$ cat config.mk
export PLATFORM = sky130hd
export DESIGN_NAME = tcp_connection_responder_core_flat
export DESIGN_NICKNAME = d
export VERILOG_FILES = /design/src/hdl/tcr_pkg.sv /design/src/hdl/tcr_if.sv /design/src/hdl/tcr_decode.sv /design/src/hdl/tcp_connection_responder_core.sv /design/src/flat_wrapper.sv
export SDC_FILE = /design/constraint.sdc
export NUM_CORES = 1
export LEC_CHECK = 0
export ABC_CLOCK_PERIOD_IN_PS = 4350
export BUFFER_PORTS_ARGS = -buffer_cell sky130_fd_sc_hd__buf_2
export CAP_MARGIN = 5
export CORE_AREA = 2 2 134 136
export CTS_BUF_LIST = sky130_fd_sc_hd__clkbuf_8
export DETAILED_ROUTE_END_ITERATION = 7
export DIE_AREA = 0 0 136 138
export PLACE_DENSITY = 0.74
export SLEW_MARGIN = 20
export SYNTH_ARGS = -nofsm -noshare
export SYNTH_HDL_FRONTEND = slang
export SYNTH_SLANG_ARGS = --single-unit
$ cat constraint.sdc
create_clock -name clk -period 4.35 [get_ports clk]
set_input_delay 0.435 -clock clk [delete_from_list [all_inputs] [get_ports clk]]
set_output_delay 0.435 -clock clk [all_outputs]
set_load 0.03 [all_outputs]
$ cat src/hdl/tcr_pkg.sv
// ----------------------------------------------------------------------------
// tcr_pkg
// Types, state codes and flag masks shared by the connection responder.
// ----------------------------------------------------------------------------
package tcr_pkg;

  // Width of the initial sequence register
  localparam int ISN_W   = 11;
  localparam int STATE_W = 3;

  // Connection state codes
  localparam logic [STATE_W-1:0] ST_CLOSED      = 3'd0;
  localparam logic [STATE_W-1:0] ST_HANDSHAKE   = 3'd1;
  localparam logic [STATE_W-1:0] ST_ESTABLISHED = 3'd2;
  localparam logic [STATE_W-1:0] ST_FIN_SENT    = 3'd3;
  localparam logic [STATE_W-1:0] ST_FIN_ACKED   = 3'd4;
  localparam logic [STATE_W-1:0] ST_CLOSING     = 3'd5;

  // Header flag masks: urg ack psh rst syn fin
  localparam logic [5:0] FLAG_URG = 6'h20;
  localparam logic [5:0] FLAG_ACK = 6'h10;
  localparam logic [5:0] FLAG_PSH = 6'h08;
  localparam logic [5:0] FLAG_RST = 6'h04;
  localparam logic [5:0] FLAG_SYN = 6'h02;
  localparam logic [5:0] FLAG_FIN = 6'h01;

  // Received header item
  typedef struct packed {
    logic [15:0] rx_src_port;
    logic [15:0] rx_dst_port;
    logic [31:0] rx_seq;
    logic [31:0] rx_ack;
    logic [3:0]  rx_data_offset;
    logic [5:0]  rx_reserved;
    logic [5:0]  rx_flags;
    logic [15:0] rx_window;
    logic [15:0] rx_checksum;
    logic [15:0] rx_urgent;
    logic        source_short;
  } rx_item_t;

  // Response header item
  typedef struct packed {
    logic [15:0]        tx_src_port;
    logic [15:0]        tx_dst_port;
    logic [31:0]        tx_seq;
    logic [31:0]        tx_ack;
    logic [3:0]         tx_data_offset;
    logic [5:0]         tx_reserved;
    logic [5:0]         tx_flags;
    logic [15:0]        tx_window;
    logic [15:0]        tx_checksum;
    logic [15:0]        tx_urgent;
    logic               carries_chunk;
    logic [STATE_W-1:0] new_state;
  } tx_item_t;

  // Decode status handed from the decoder to the top level
  typedef struct packed {
    logic               emit;
    logic [STATE_W-1:0] state_next;
  } dec_status_t;

endpackage

$ cat src/hdl/tcr_if.sv
// ----------------------------------------------------------------------------
// tcr_if
// Valid/ready channels of the connection responder: header in, header out,
// and the configuration write channel.
// ----------------------------------------------------------------------------
interface tcr_rx_if import tcr_pkg::*; ();
  logic     valid;
  logic     ready;
  rx_item_t item;

  modport source (output valid, output item, input ready);
  modport sink   (input valid, input item, output ready);
endinterface

interface tcr_tx_if import tcr_pkg::*; ();
  logic     valid;
  logic     ready;
  tx_item_t item;

  modport source (output valid, output item, input ready);
  modport sink   (input valid, input item, output ready);
endinterface

interface tcr_cfg_if import tcr_pkg::*; ();
  logic             valid;
  logic             ready;
  logic [ISN_W-1:0] data;

  modport source (output valid, output data, input ready);
  modport sink   (input valid, input data, output ready);
endinterface

$ cat src/hdl/tcr_decode.sv
// ----------------------------------------------------------------------------
// tcr_decode
// Flag decode for one received header: builds the response header, decides
// whether a response goes out and works out the next connection state.
// ----------------------------------------------------------------------------
module tcr_decode
  import tcr_pkg::*;
(
  input  logic [STATE_W-1:0] state,
  input  logic [ISN_W-1:0]   initial_sequence,
  input  rx_item_t           rx_item,
  output tx_item_t           tx_item,
  output dec_status_t        status
);

  logic               syn;
  logic               ack;
  logic               fin;
  logic               live;
  logic               inc;
  logic               chunk;
  logic [5:0]         tflags;
  logic [31:0]        tseq;
  logic [31:0]        seq_inc;
  logic [STATE_W-1:0] next;
  logic [STATE_W-1:0] next_final;

  assign syn     = (rx_item.rx_flags & FLAG_SYN) != 6'd0;
  assign ack     = (rx_item.rx_flags & FLAG_ACK) != 6'd0;
  assign fin     = (rx_item.rx_flags & FLAG_FIN) != 6'd0;
  // Closed and the unused codes swallow every header
  assign live    = (state != ST_CLOSED) && (state <= ST_CLOSING);
  assign seq_inc = rx_item.rx_seq + 32'd1;

  // Apply the flag rules in priority order
  always_comb begin
    tflags = rx_item.rx_flags;
    tseq   = rx_item.rx_ack;
    inc    = syn;
    next   = state;
    if (syn && ack) begin
      tflags = rx_item.rx_flags & ~FLAG_SYN;
    end else if (syn) begin
      tflags = rx_item.rx_flags | FLAG_ACK;
      tseq   = {{(32-ISN_W){1'b0}}, initial_sequence};
    end else if (fin && ((state == ST_FIN_ACKED) || ((state == ST_FIN_SENT) && ack))) begin
      tflags = FLAG_ACK;
      inc    = 1'b1;
      next   = ST_CLOSED;
    end else if (ack && (state == ST_HANDSHAKE)) begin
      next = ST_ESTABLISHED;
    end else if (ack && (state == ST_CLOSING)) begin
      tflags = FLAG_FIN;
      next   = ST_FIN_SENT;
    end else if (ack && (state == ST_FIN_SENT)) begin
      next = ST_FIN_ACKED;
    end
  end

  // Send a chunk while established; a short chunk starts the close
  assign chunk      = (next == ST_ESTABLISHED);
  assign next_final = (chunk && rx_item.source_short) ? ST_CLOSING : next;

  assign status.emit       = live && (next <= ST_FIN_SENT);
  assign status.state_next = live ? next_final : state;

  // Assemble the response header
  assign tx_item.tx_src_port    = rx_item.rx_dst_port;
  assign tx_item.tx_dst_port    = rx_item.rx_src_port;
  assign tx_item.tx_seq         = tseq;
  assign tx_item.tx_ack         = inc ? seq_inc : rx_item.rx_seq;
  assign tx_item.tx_data_offset = rx_item.rx_data_offset;
  assign tx_item.tx_reserved    = rx_item.rx_reserved;
  assign tx_item.tx_flags       = tflags;
  assign tx_item.tx_window      = rx_item.rx_window;
  assign tx_item.tx_checksum    = rx_item.rx_checksum;
  assign tx_item.tx_urgent      = rx_item.rx_urgent;
  assign tx_item.carries_chunk  = chunk;
  assign tx_item.new_state      = next_final;

endmodule

$ cat src/hdl/tcp_connection_responder_core.sv
// ----------------------------------------------------------------------------
// tcp_connection_responder_core
// Server side of a simplified TCP-like exchange with one connection.
// ----------------------------------------------------------------------------
// Takes one received header per cycle on rx while the result register is
// empty or being drained, and answers with at most one response header on
// tx in the cycle after acceptance. The connection state register feeds the
// flag decode directly, so each header sees the state left by the one before
// it. The result register alone parts the two sides. The initial sequence
// for a bare SYN is written through cfg only while the block is idle, a rule
// for the user that the block does not enforce; cfg is always ready.
// ----------------------------------------------------------------------------
module tcp_connection_responder_core
  import tcr_pkg::*;
(
  input  logic      clk,
  input  logic      rst,
  tcr_rx_if.sink    rx,
  tcr_tx_if.source  tx,
  tcr_cfg_if.sink   cfg
);

  logic [STATE_W-1:0] state;
  logic [ISN_W-1:0]   initial_sequence;
  logic               out_valid;
  tx_item_t           out_item;
  tx_item_t           dec_item;
  dec_status_t        dec_status;
  logic               rx_acc;

  tcr_decode u_decode (
    .state            (state),
    .initial_sequence (initial_sequence),
    .rx_item          (rx.item),
    .tx_item          (dec_item),
    .status           (dec_status)
  );

  // Take a header whenever the result register is free or draining
  assign rx.ready = !out_valid || tx.ready;
  assign rx_acc   = rx.valid && rx.ready;
  assign cfg.ready = 1'b1;

  // Hold the configuration register
  always_ff @(posedge clk) begin
    if (rst) begin
      initial_sequence <= '0;
    end else if (cfg.valid) begin
      initial_sequence <= cfg.data;
    end
  end

  // Advance the connection state on every accepted header
  always_ff @(posedge clk) begin
    if (rst) begin
      state <= ST_HANDSHAKE;
    end else if (rx_acc) begin
      state <= dec_status.state_next;
    end
  end

  // Load or drain the result register
  always_ff @(posedge clk) begin
    if (rst) begin
      out_valid <= 1'b0;
    end else if (rx_acc) begin
      out_valid <= dec_status.emit;
    end else if (tx.ready) begin
      out_valid <= 1'b0;
    end
  end

  always_ff @(posedge clk) begin
    if (rx_acc && dec_status.emit) begin
      out_item <= dec_item;
    end
  end

  assign tx.valid = out_valid;
  assign tx.item  = out_item;

  // A closed connection never reopens
  a_closed_sticky: assert property (@(posedge clk) disable iff (rst)
    (state == ST_CLOSED) |=> (state == ST_CLOSED))
    else $error("connection left the closed state");

  // A loaded response reports the state the register now holds
  a_state_matches: assert property (@(posedge clk) disable iff (rst)
    (rx_acc && dec_status.emit) |=> (tx.valid && (tx.item.new_state == state)))
    else $error("response state differs from connection state");

  // A chunk only goes out in the established or closing state
  a_chunk_state: assert property (@(posedge clk) disable iff (rst)
    (tx.valid && tx.item.carries_chunk) |->
      ((tx.item.new_state == ST_ESTABLISHED) || (tx.item.new_state == ST_CLOSING)))
    else $error("data chunk outside established state");

  // Nothing is emitted while closed
  a_closed_silent: assert property (@(posedge clk) disable iff (rst)
    (rx_acc && (state == ST_CLOSED)) |=> !tx.valid)
    else $error("response emitted in closed state");

endmodule

$ cat src/flat_wrapper.sv
// flat-port wrapper written by rule: the top's interface ports become plain ports
module tcp_connection_responder_core_flat import tcr_pkg::*;
  (clk, rst, rx_valid, rx_item, rx_ready, tx_valid, tx_item, tx_ready, cfg_valid, cfg_data, cfg_ready);
  tcr_rx_if rx_i ();
  tcr_tx_if tx_i ();
  tcr_cfg_if cfg_i ();
  input  logic clk;
  input  logic rst;
  input wire logic [$bits(rx_i.valid)-1:0] rx_valid;
  input wire logic [$bits(rx_i.item)-1:0] rx_item;
  output wire logic [$bits(rx_i.ready)-1:0] rx_ready;
  output wire logic [$bits(tx_i.valid)-1:0] tx_valid;
  output wire logic [$bits(tx_i.item)-1:0] tx_item;
  input wire logic [$bits(tx_i.ready)-1:0] tx_ready;
  input wire logic [$bits(cfg_i.valid)-1:0] cfg_valid;
  input wire logic [$bits(cfg_i.data)-1:0] cfg_data;
  output wire logic [$bits(cfg_i.ready)-1:0] cfg_ready;
  assign rx_i.valid = rx_valid;
  assign rx_i.item = rx_item;
  assign rx_ready = rx_i.ready;
  assign tx_valid = tx_i.valid;
  assign tx_item = tx_i.item;
  assign tx_i.ready = tx_ready;
  assign cfg_i.valid = cfg_valid;
  assign cfg_i.data = cfg_data;
  assign cfg_ready = cfg_i.ready;
  tcp_connection_responder_core u_core (.clk(clk), .rst(rst), .rx(rx_i), .tx(tx_i), .cfg(cfg_i));
endmodule
# [After elaboration in Yosys (flattened, before gate mapping)]
# Index checks and enable logic that the tools add are counted.
[word_totals] word_cells=60 inputBits=177 regBits=179
[op_classes] n_mux=20 order_cmp=2 n_reduce_logical=16 add_sub_neg=1 n_eq_ne=5
[op_table] op="32-bit 2-to-1 mux" count=3
[op_table] op="32-bit by 1-bit adder with 32-bit output, second input constant" count=1
[op_table] op="6-bit 2-to-1 mux" count=5
[op_table] op="3-bit 2-to-1 mux" count=7
[op_table] op="1-bit logical AND" count=10
[op_table] op="3-bit by 2-bit equality test with 1-bit output, second input constant" count=2
[op_table] op="3-bit equality test, second input constant" count=2
[op_table] op="1-bit 2-to-1 mux" count=5
[op_table] op="3-bit by 1-bit equality test with 1-bit output, second input constant" count=1
[op_table] op="3-bit by 2-bit <= comparator with 1-bit output, second input constant" count=1
[op_table] op="3-bit <= comparator, second input constant" count=1
[op_table] op="3-bit nonzero test" count=1
[op_table] op="1-bit logical OR" count=2
[op_table] op="2-bit AND reduction" count=1
[op_table] op="2-bit nonzero test" count=1
[op_table] op="1-bit logical NOT" count=1

# [Longest topological paths before layout]
# Gate-level depths: netlist of run 1.
[depth] depth_word=11 mapped_depth=6 depth_no_buf=5

# [Cells and area by module]
# From an unflattened synthesis of run 1, not the netlist that was laid out.
[unflattened] cells_unflattened=492 area_unflattened_um2=7360.8
[by_module_without_submodules] mod="tcp_connection_responder_core" cells_per_inst=218 seq_area_each_um2=5225.0 n_inst=1 area_each_um2=5492.8
[by_module_without_submodules] mod="tcr_decode" cells_per_inst=274 seq_area_each_um2=0.0 n_inst=1 area_each_um2=1868.0

# [Least setup slack after synthesis of run 1]
# Ideal clock, no wire load.
[synth_path] path_type="input -> register" start="input tx_ready" end="register u_core.out_item, in the netlist u_core.tx.item[0], enable pin" cell_stages=5 setup_slack_ps=-637 setup_ps=516 required_time_ps=3834 t_arrival_ps=4471 path_cell_list="nand2b_1 -> and4b_1 -> clkbuf_1 -> nand3_1 -> inv_1"
[synth_between] elab_chain_cells=3
[synth_lines] element="start: declaration" line_no="flat_wrapper.sv:14" text="input wire logic [$bits(tx_i.ready)-1:0] tx_ready;"
[synth_lines] element="1-bit logical OR" line_no="tcp_connection_responder_core.sv:40" text="assign rx.ready = !out_valid || tx.ready;"
[synth_lines] element="1-bit logical AND" line_no="tcp_connection_responder_core.sv:41" text="assign rx_acc = rx.valid && rx.ready;"
[synth_lines] element="1-bit logical AND" line_no="tcp_connection_responder_core.sv:74" text="if (rx_acc && dec_status.emit) begin"
[synth_lines] element="end signal: assignment" line_no="tcp_connection_responder_core.sv:75" text="out_item <= dec_item;"
[synth_lines] element="end: declaration" line_no="tcp_connection_responder_core.sv:26" text="tx_item_t out_item;"
# Every way passes these cells.
# A chain may end at the register's enable or synchronous reset.

# [Final worst setup path of run 1]
[layout_path] start="register u_core.state[0]" end="register u_core.out_item, in the netlist u_core.tx.item[95], enable pin"
[layout_between] elab_chain_cells=11 word_cells_on_any_way=21
[layout_lines] element="start: declaration" line_no="tcp_connection_responder_core.sv:23" text="logic [STATE_W-1:0] state;"
[layout_lines] element="start signal: assignment" line_no="tcp_connection_responder_core.sv:58" text="state <= dec_status.state_next;"
[layout_lines] element="3-bit by 2-bit equality test with 1-bit output" line_no="tcr_decode.sv:46, tcr_decode.sv:55"
[layout_lines] element="1-bit logical AND" line_no="tcr_decode.sv:46, tcr_decode.sv:55"
[layout_lines] element="3-bit 2-to-1 mux" line_no="tcr_decode.sv:55" text="end else if (ack && (state == ST_FIN_SENT)) begin"
[layout_lines] element="3-bit 2-to-1 mux" line_no="tcr_decode.sv:52" text="end else if (ack && (state == ST_CLOSING)) begin"
[layout_lines] element="3-bit 2-to-1 mux" line_no="tcr_decode.sv:50" text="end else if (ack && (state == ST_HANDSHAKE)) begin"
[layout_lines] element="3-bit 2-to-1 mux" line_no="tcr_decode.sv:46" text="end else if (fin && ((state == ST_FIN_ACKED) || ((state == ST_FIN_SENT) && ack))) begin"
[layout_lines] element="3-bit 2-to-1 mux" line_no="tcr_decode.sv:43" text="end else if (syn) begin"
[layout_lines] element="3-bit 2-to-1 mux" line_no="tcr_decode.sv:41" text="if (syn && ack) begin"
[layout_lines] element="3-bit by 2-bit <= comparator with 1-bit output" line_no="tcr_decode.sv:64" text="assign status.emit = live && (next <= ST_FIN_SENT);"
[layout_lines] element="1-bit logical AND (*)" line_no="tcr_decode.sv:64"
[layout_lines] element="1-bit logical AND (*)" line_no="tcp_connection_responder_core.sv:74"
# Every way passes the cells marked *; elsewhere a longest branch is shown, timed or not.

==> impl_metrics.toml, run 1 <==
[setup_path]
crit_type = "reg2reg"
worstPathArrival_ps = 2620
path_cells = "nor3_1 -> and4b_1 -> nand3_1 -> clkinvlp_4 -> buf_12"
crit_required_ps = 4420
critPathMaxStageDelay_ps = 590
crit_fanout = 164
cp_top_family = "simple AND/OR/NAND/NOR gates"
cp_slowest_cell = "dfxtp_1"
critPathBufInv = 2
cp-end-kind = "flop"
worstSetupStartpointType = "flop"

[sta]
timing.final.crit_share_pct = 58.51
max_freq_mhz = 392.9
finalWorstSetupSlack_ps = 1805
rsz0062_at_grt = "no"
hold_viol = 0
maxSlewHeadroom_pct = 31.95
slew_viol_final = 0
setup_tns_ps = 0
setup-violations-final = 0
fin_skew_ps = 15.46
min_period_ps = 2545
tightest_slew_ps = 1021

[power]
p_per_area_nw_per_um2 = 448.3
vdd_drop_max_uv = 232.5
leakage_nw = 3.896

[clock_network]
cts_setup_buffers = 0
htreeDepth = 4
cts_buffer_depth = 2
clock_latency_ps = 460
cts_hold_buf = 0
cts_tree = "done"
clkSinkCount = 179
numCtsBuffers = 17
root_buffer = "clkbuf_8"
cts_resized = 0
clk_pin_slew_ps = 110

[route]
ant_nets = 0
wirelength_um = 17550
vias_per_cell = 4.771
first_pass_iters = 4
drcViolationCount = 0
drt_iter0_markers = 278
via_count = 4766
wl_per_cell_um = 17.57

[placement]
placed_cell_area_um2 = 8812
finalWeightedCongestion = 0.8010
dpl_worst_slack_ps = 1890
place_hpwl_um = 13100
io_buffers = 342

[synthesis]
synth-warning-count = 0
yosysUniqueCellTypes = 48
netlist.area_leader.share_pct = 71.82
synth_cells = 410
synth_edf_count = 164
synth_xor_area_share_pct = 3.960
async_flop_share_pct = 0
synth.cell_area_um2 = 6857
synth_top_area_cell = "edfxtp_1"
syn_nets = 588
synth.top_cells.by_area = "edfxtp_1, dfxtp_1, xor2_1"
ys_seq_area_share_pct = 76.20
synth-seq-cells = 179
synthAdderAreaFrac_pct = 0.1825
avgSynthCellArea_um2 = 16.72
yosys.area_share.simple_pct = 12.59
synth_top_family_by_area = "simple AND/OR/NAND/NOR gates"
synth_ff_type = "edfxtp_1"
synth_compound_area_share_pct = 2.135
synth_mux_area_share_pct = 3.412

[floorplan]
dieArea_um2 = 18770
die_x_um = 136
rows = 49
ios = 344
die_h_um = 138
core_region_area_um2 = 17530
start_util_pct = 39.10

[cells_and_area]
area_growth_pct = 34.65
antenna_cells = 0
num-fill-cells = 1531
regArea_um2 = 5225
multi_input_area_um2 = 1531
drive_gt1_share_pct = 51.82
nets = 935
fin_area_um2 = 9233

[global_routing]
grt_max_degree = 165
antenna_found_initial = 0
grt-ovfl-total = 0
grt_pass1_vias = 4669
grt_pass1_wl_um = 25720
track_usage_pct = 18.20

[run]
drv_cap = 0

[worst_hold_path]
hold_class = "in2reg"

[outcome]
run_status = "complete, no violations"
==> power breakdown <==
part | switching, mW | internal [mW] | total (mW)
registers | 0.0522 | 2.11 | 2.16
clock network | 0.683 | 0.494 | 1.18
logic | 0.581 | 0.219 | 0.800
==> logic make-up (layout without fill, tap and decap cells) <==
family	after synthesis	in the layout
adders and majority gates	1	1
DFF	179	179
and+or+nand+nor	137	137
xor gates and xnor gates	31	31
AOI/OAI and AO/OA	19	19
buffers and inverters	20	380
other	1	1
muxes	22	22
==> state kept, by name (all words and copies together), names as in the netlist <==
signal / cells
u_core.initial_sequence: 11
u_core.state: 3
u_core.tx.item: 164
u_core.tx.valid: 1
==> synth_stat cells, drive strengths merged, types with 3 or more instances <==
library cell / number
a21oi: 6
and2: 22
and2b: 3
and3: 5
and4: 8
buf: 9
clkbuf: 9
dfxtp: 15
edfxtp: 164
mux2: 11
mux2i: 11
nand2: 21
nand2b: 7
nand3: 8
nand4: 9
nor2: 17
nor2b: 6
nor3: 12
nor4: 5
nor4b: 6
o21ai: 4
xnor2: 6
xor2: 25
==> metrics by stage <==
| stage | util [%] | power, mW | std cells | hold WS, ps |
|---|---|---|---|---|
| 6_report | 52.65 | 4.139 | 999 | 143.8 |
| 5_1_grt | 52.65 | 4.298 | 999 | 108.9 |
| 4_1_cts | 52.65 | 4.178 | 999 | 108.3 |
| 3_5_place_dp | 50.26 | 3.007 | 967 | 487.7 |
| 3_3_place_gp | 50.19 | 2.992 | 966 | 470.3 |
| 2_1_floorplan | - | 2.717 | 410 | 456.1 |
==> worst reg2reg max path, delay by kind of cell (launching register included) <==
family                 cells  cell delay, ps
flip-flops                 1             590
buffers and inverters      2             620
AND/OR/NAND/NOR            3             650
==> final cells by class <==
type,instances,area share (%)
clock inverters,15,2.019
inverters,2,0.1220
flip-flops and latches,179,56.59
multi-input cells,211,16.59
repair buffers,346,19.04
well taps,229,3.103
clock buffers,17,2.534
==> metal layers <==
layer	global-route usage (%)	part of all wire, %	vias to the layer above
met3	4.400	7.0	29
li1	-	-	2240
met1	20.73	38	2286
met2	32.24	53	211
met5	0	0	-
met4	7.785	2.6	0
==> worst paths after layout <==
check	start	end	slack, ps	cells past startpoint
min reg2reg	u_core.initial_sequence[6]	u_core.initial_sequence[6]	510	2
max reg2reg	u_core.state[0]	u_core.tx.item[95]	1800	5
min	rx_item[40]	u_core.tx.item[43]	140	1
max	u_core.state[0]	u_core.tx.item[95]	1800	5
==> cells in the final DEF, fill, tap and decap left out, types with 2 or more instances in the layout <==
master,n
mux2_2,11
nand2b_1,7
nand3_1,8
xor2_1,25
and4_1,7
nand2_1,21
o21ai_0,4
mux2i_1,11
and3_1,5
buf_2,342
xnor2_1,6
buf_4,2
a21oi_1,6
and2b_1,3
dfxtp_1,15
nor3b_1,2
clkinv_8,3
inv_8,4
nand4_4,2
and2_1,22
clkbuf_8,17
edfxtp_1,164
nor4_2,2
clkinvlp_4,2
nand4_1,7
nor2_1,17
nor4bb_1,2
nor4b_1,6
nor2b_1,6
inv_6,3
nor4_1,2
nor3_1,12
No activity file was read; power rests on OpenSTA's default activity.
==> run 2: changes to the inputs <==
--- a/config.mk
+++ b/config.mk
@@ -5,14 +5,15 @@
 export SDC_FILE = /design/constraint.sdc
 export NUM_CORES = 1
 export LEC_CHECK = 0
-export ABC_CLOCK_PERIOD_IN_PS = 4350
+export ABC_AREA = 1
+export ABC_CLOCK_PERIOD_IN_PS = 2300
 export BUFFER_PORTS_ARGS = -buffer_cell sky130_fd_sc_hd__buf_2
 export CAP_MARGIN = 5
-export CORE_AREA = 2 2 134 136
+export CORE_AREA = 2 2 133 135
 export CTS_BUF_LIST = sky130_fd_sc_hd__clkbuf_8
 export DETAILED_ROUTE_END_ITERATION = 7
-export DIE_AREA = 0 0 136 138
-export PLACE_DENSITY = 0.74
+export DIE_AREA = 0 0 135 137
+export PLACE_DENSITY = 0.77
 export SLEW_MARGIN = 20
 export SYNTH_ARGS = -nofsm -noshare
 export SYNTH_HDL_FRONTEND = slang
==> constraint.sdc (replaced) <==
create_clock -name clk -period 2.3 [get_ports clk]
set_input_delay 0.23 -clock clk [delete_from_list [all_inputs] [get_ports clk]]
set_output_delay 0.23 -clock clk [all_outputs]
set_load 0.03 [all_outputs]
==> impl_metrics.toml, run 2 <==
[outcome]
run_status = "complete, no violations"

[cells_and_area]
instances_no_fill = 1294
area_growth_pct = 46.62
nets = 1234
final_cell_mix = "buf_2, edfxtp_1, nand2_1, dlygate4sd3_1, nor2_1"
layout_commonest_cell = "buf_2"
antenna_cells = 0
largest_register_ffs = 164
postLayoutCoreUtil_pct = 62.43
drive_gt1_share_pct = 39.66

[sta]
whs_ps = 29.98
max_freq_mhz = 514.7
finalWorstSetupSlack_ps = 357.1
fin_skew_ps = 9.901
slew_viol_final = 0
timing.final.crit_share_pct = 84.47
min_period_ps = 1943
maxSlewHeadroom_pct = 65.63
hold_viol = 0
tightest_slew_ps = 515.5
setup-violations-final = 0
rsz0062_at_grt = "no"

[floorplan]
dieArea_um2 = 18500
ios = 344
die_h_um = 137
start_util_pct = 42.58
die_x_um = 135
core_region_area_um2 = 17060
rows = 48

[global_routing]
grt-ovfl-total = 0
antenna_found_initial = 0
grt_pass1_vias = 6000
grt_pass1_wl_um = 32310
track_usage_pct = 23.30
grt_max_degree = 93

[setup_path]
cp_top_family = "buffers and inverters"
cp-end-kind = "flop"
crit_fanout = 92
critPathBufInv = 3
critPathMaxStageDelay_ps = 440
worstSetupStartpointType = "flop"
cp_slowest_cell = "dfxtp_1"
crit_required_ps = 2390
regToRegEndpoint = "u_core.tx.item[23]"
ff2ff_path_depth = 7
path_cells = "inv_1 -> nor2_1 -> nor2_1 -> nor2_4 -> inv_2 -> nor2_4 -> buf_12"
crit_type = "reg2reg"
r2r_slack_ps = 360
r2r-start = "u_core.state[2]"
worstPathArrival_ps = 2030

[synthesis]
yosysUniqueCellTypes = 38
synth_common_cells = "edfxtp_1, nand2_1, nor2_1"
avgSynthCellArea_um2 = 12.04
netlist.area_leader.share_pct = 67.82
syn_nets = 781
ys_seq_area_share_pct = 71.95
synth.cell_area_um2 = 7262
synth_top_area_cell = "edfxtp_1"
synth_cells = 603
yosysMostFrequentCell = "edfxtp_1"
synth.top_cells.by_area = "edfxtp_1, nand2_1, nor2_1"
synth-warning-count = 0
async_flop_share_pct = 0
synth_ff_type = "edfxtp_1"
synth_edf_count = 164
synth-seq-cells = 179

[power]
combPwrFrac_pct = 26.1
p_sw_mw = 2.987
leakage_nw = 4.713
p_int_mw = 5.680
clkPwrFrac_pct = 24.3
vdd_drop_max_uv = 705.5
design_power_total_mw = 8.667
p_sw_share_pct = 34.47
p_per_area_nw_per_um2 = 814.0
pwr-share-seq_pct = 49.5

[route]
ant_nets = 0
wirelength_um = 22250
wl_per_cell_um = 17.19
first_pass_iters = 5
vias_per_cell = 4.770
drt_iter0_markers = 409
drcViolationCount = 0
via_count = 6173

[placement]
finalWeightedCongestion = 0.8976
io_buffers = 342
dpl_worst_slack_ps = 372.9
dpl.cell_count = 1161
place_hpwl_um = 15170

[clock_network]
root_buffer = "clkbuf_8"
cts_tree = "done"
clk_pin_slew_ps = 90
cts_buffer_depth = 2
clock_latency_ps = 450
numCtsBuffers = 17
htreeDepth = 4
clkSinkCount = 179
cts_setup_buffers = 0

[worst_hold_path]
hold_path_depth = 3
holdPathEnd = "u_core.initial_sequence[6]"
hold_class = "in2reg"
min_from = "cfg_data[6]"

[run]
drv_cap = 0
==> run 2: kinds of logic after synthesis <==
family	share of synthesized area (%)
AO/OA/AOI/OAI	3.257
XOR/XNOR	2.533
buffers and inverters	4.738
adder cells (fa/ha/maj)	0.1723
flip-flops	71.95
AND/OR/NAND/NOR	17.30
other	0.05164
==> run 2: worst register-to-register path: stages, from the launching register on <==
cell and delay, ps:
dfxtp_1 440, inv_1 110, nor2_1 140, nor2_1 90
nor2_4 130, inv_2 70, nor2_4 140, buf_12 390
==> run 2: through the flow <==
stage          instance area [um^2]  TNS (ps)
6_report                      10650         0
4_1_cts                       10650         0
5_1_grt                       10650         0
3_3_place_gp                   9253         0
3_5_place_dp                   9253         0
2_1_floorplan                  7278   -235260
==> run 2: what timing repair did <==
item	in CTS	in global routing
gates resized for setup	0	0
endpoints found under the hold margin	102	0
hold buffers	101	0
==> run 2: layout make-up <==
class	instances	area [um^2]
sequential	179	5229
multi-input combinational	339	1705
clock inverter	15	150.1
timing repair buffer	447	2778
fill	1369	6409
inverter	72	270.3
tap	225	281.5
clock buffer	17	234.0
==> run 2: how the worst max path moves through the flow <==
stage                          from             endpoint  slack [ps]  cells after the start
global placement        rx_item[53]  u_core.tx.item[143]         420                     10
global route        u_core.state[2]   u_core.tx.item[23]         210                      7
detailed placement      rx_item[53]   u_core.tx.item[13]         370                     10
floorplan           u_core.state[0]    u_core.tx.item[0]       -1420                      7
finish              u_core.state[2]   u_core.tx.item[23]         360                      7
CTS                 u_core.state[2]   u_core.tx.item[35]         360                      7
==> run 2: per-layer routing <==
layer  wire length [um]  track usage [%]  share of wire, %
met4                607            9.144               2.7
met5                  0                0                 0
met1               8284            26.41                37
met2              11670            42.24                52
met3               1686            5.852               7.6
==> run 2: power groups by stage <==
| stage | sequential (mW) | clock, mW | combinational [mW] |
|---|---|---|---|
| after floorplan | 5.25 | 0 | 0.484 |
| after global placement | 4.34 | 0 | 2.08 |
| after detailed placement | 4.35 | 0 | 2.11 |
| after CTS | 4.28 | 2.16 | 2.26 |
| after global routing | 4.34 | 2.30 | 2.39 |
| final | 4.29 | 2.11 | 2.27 |
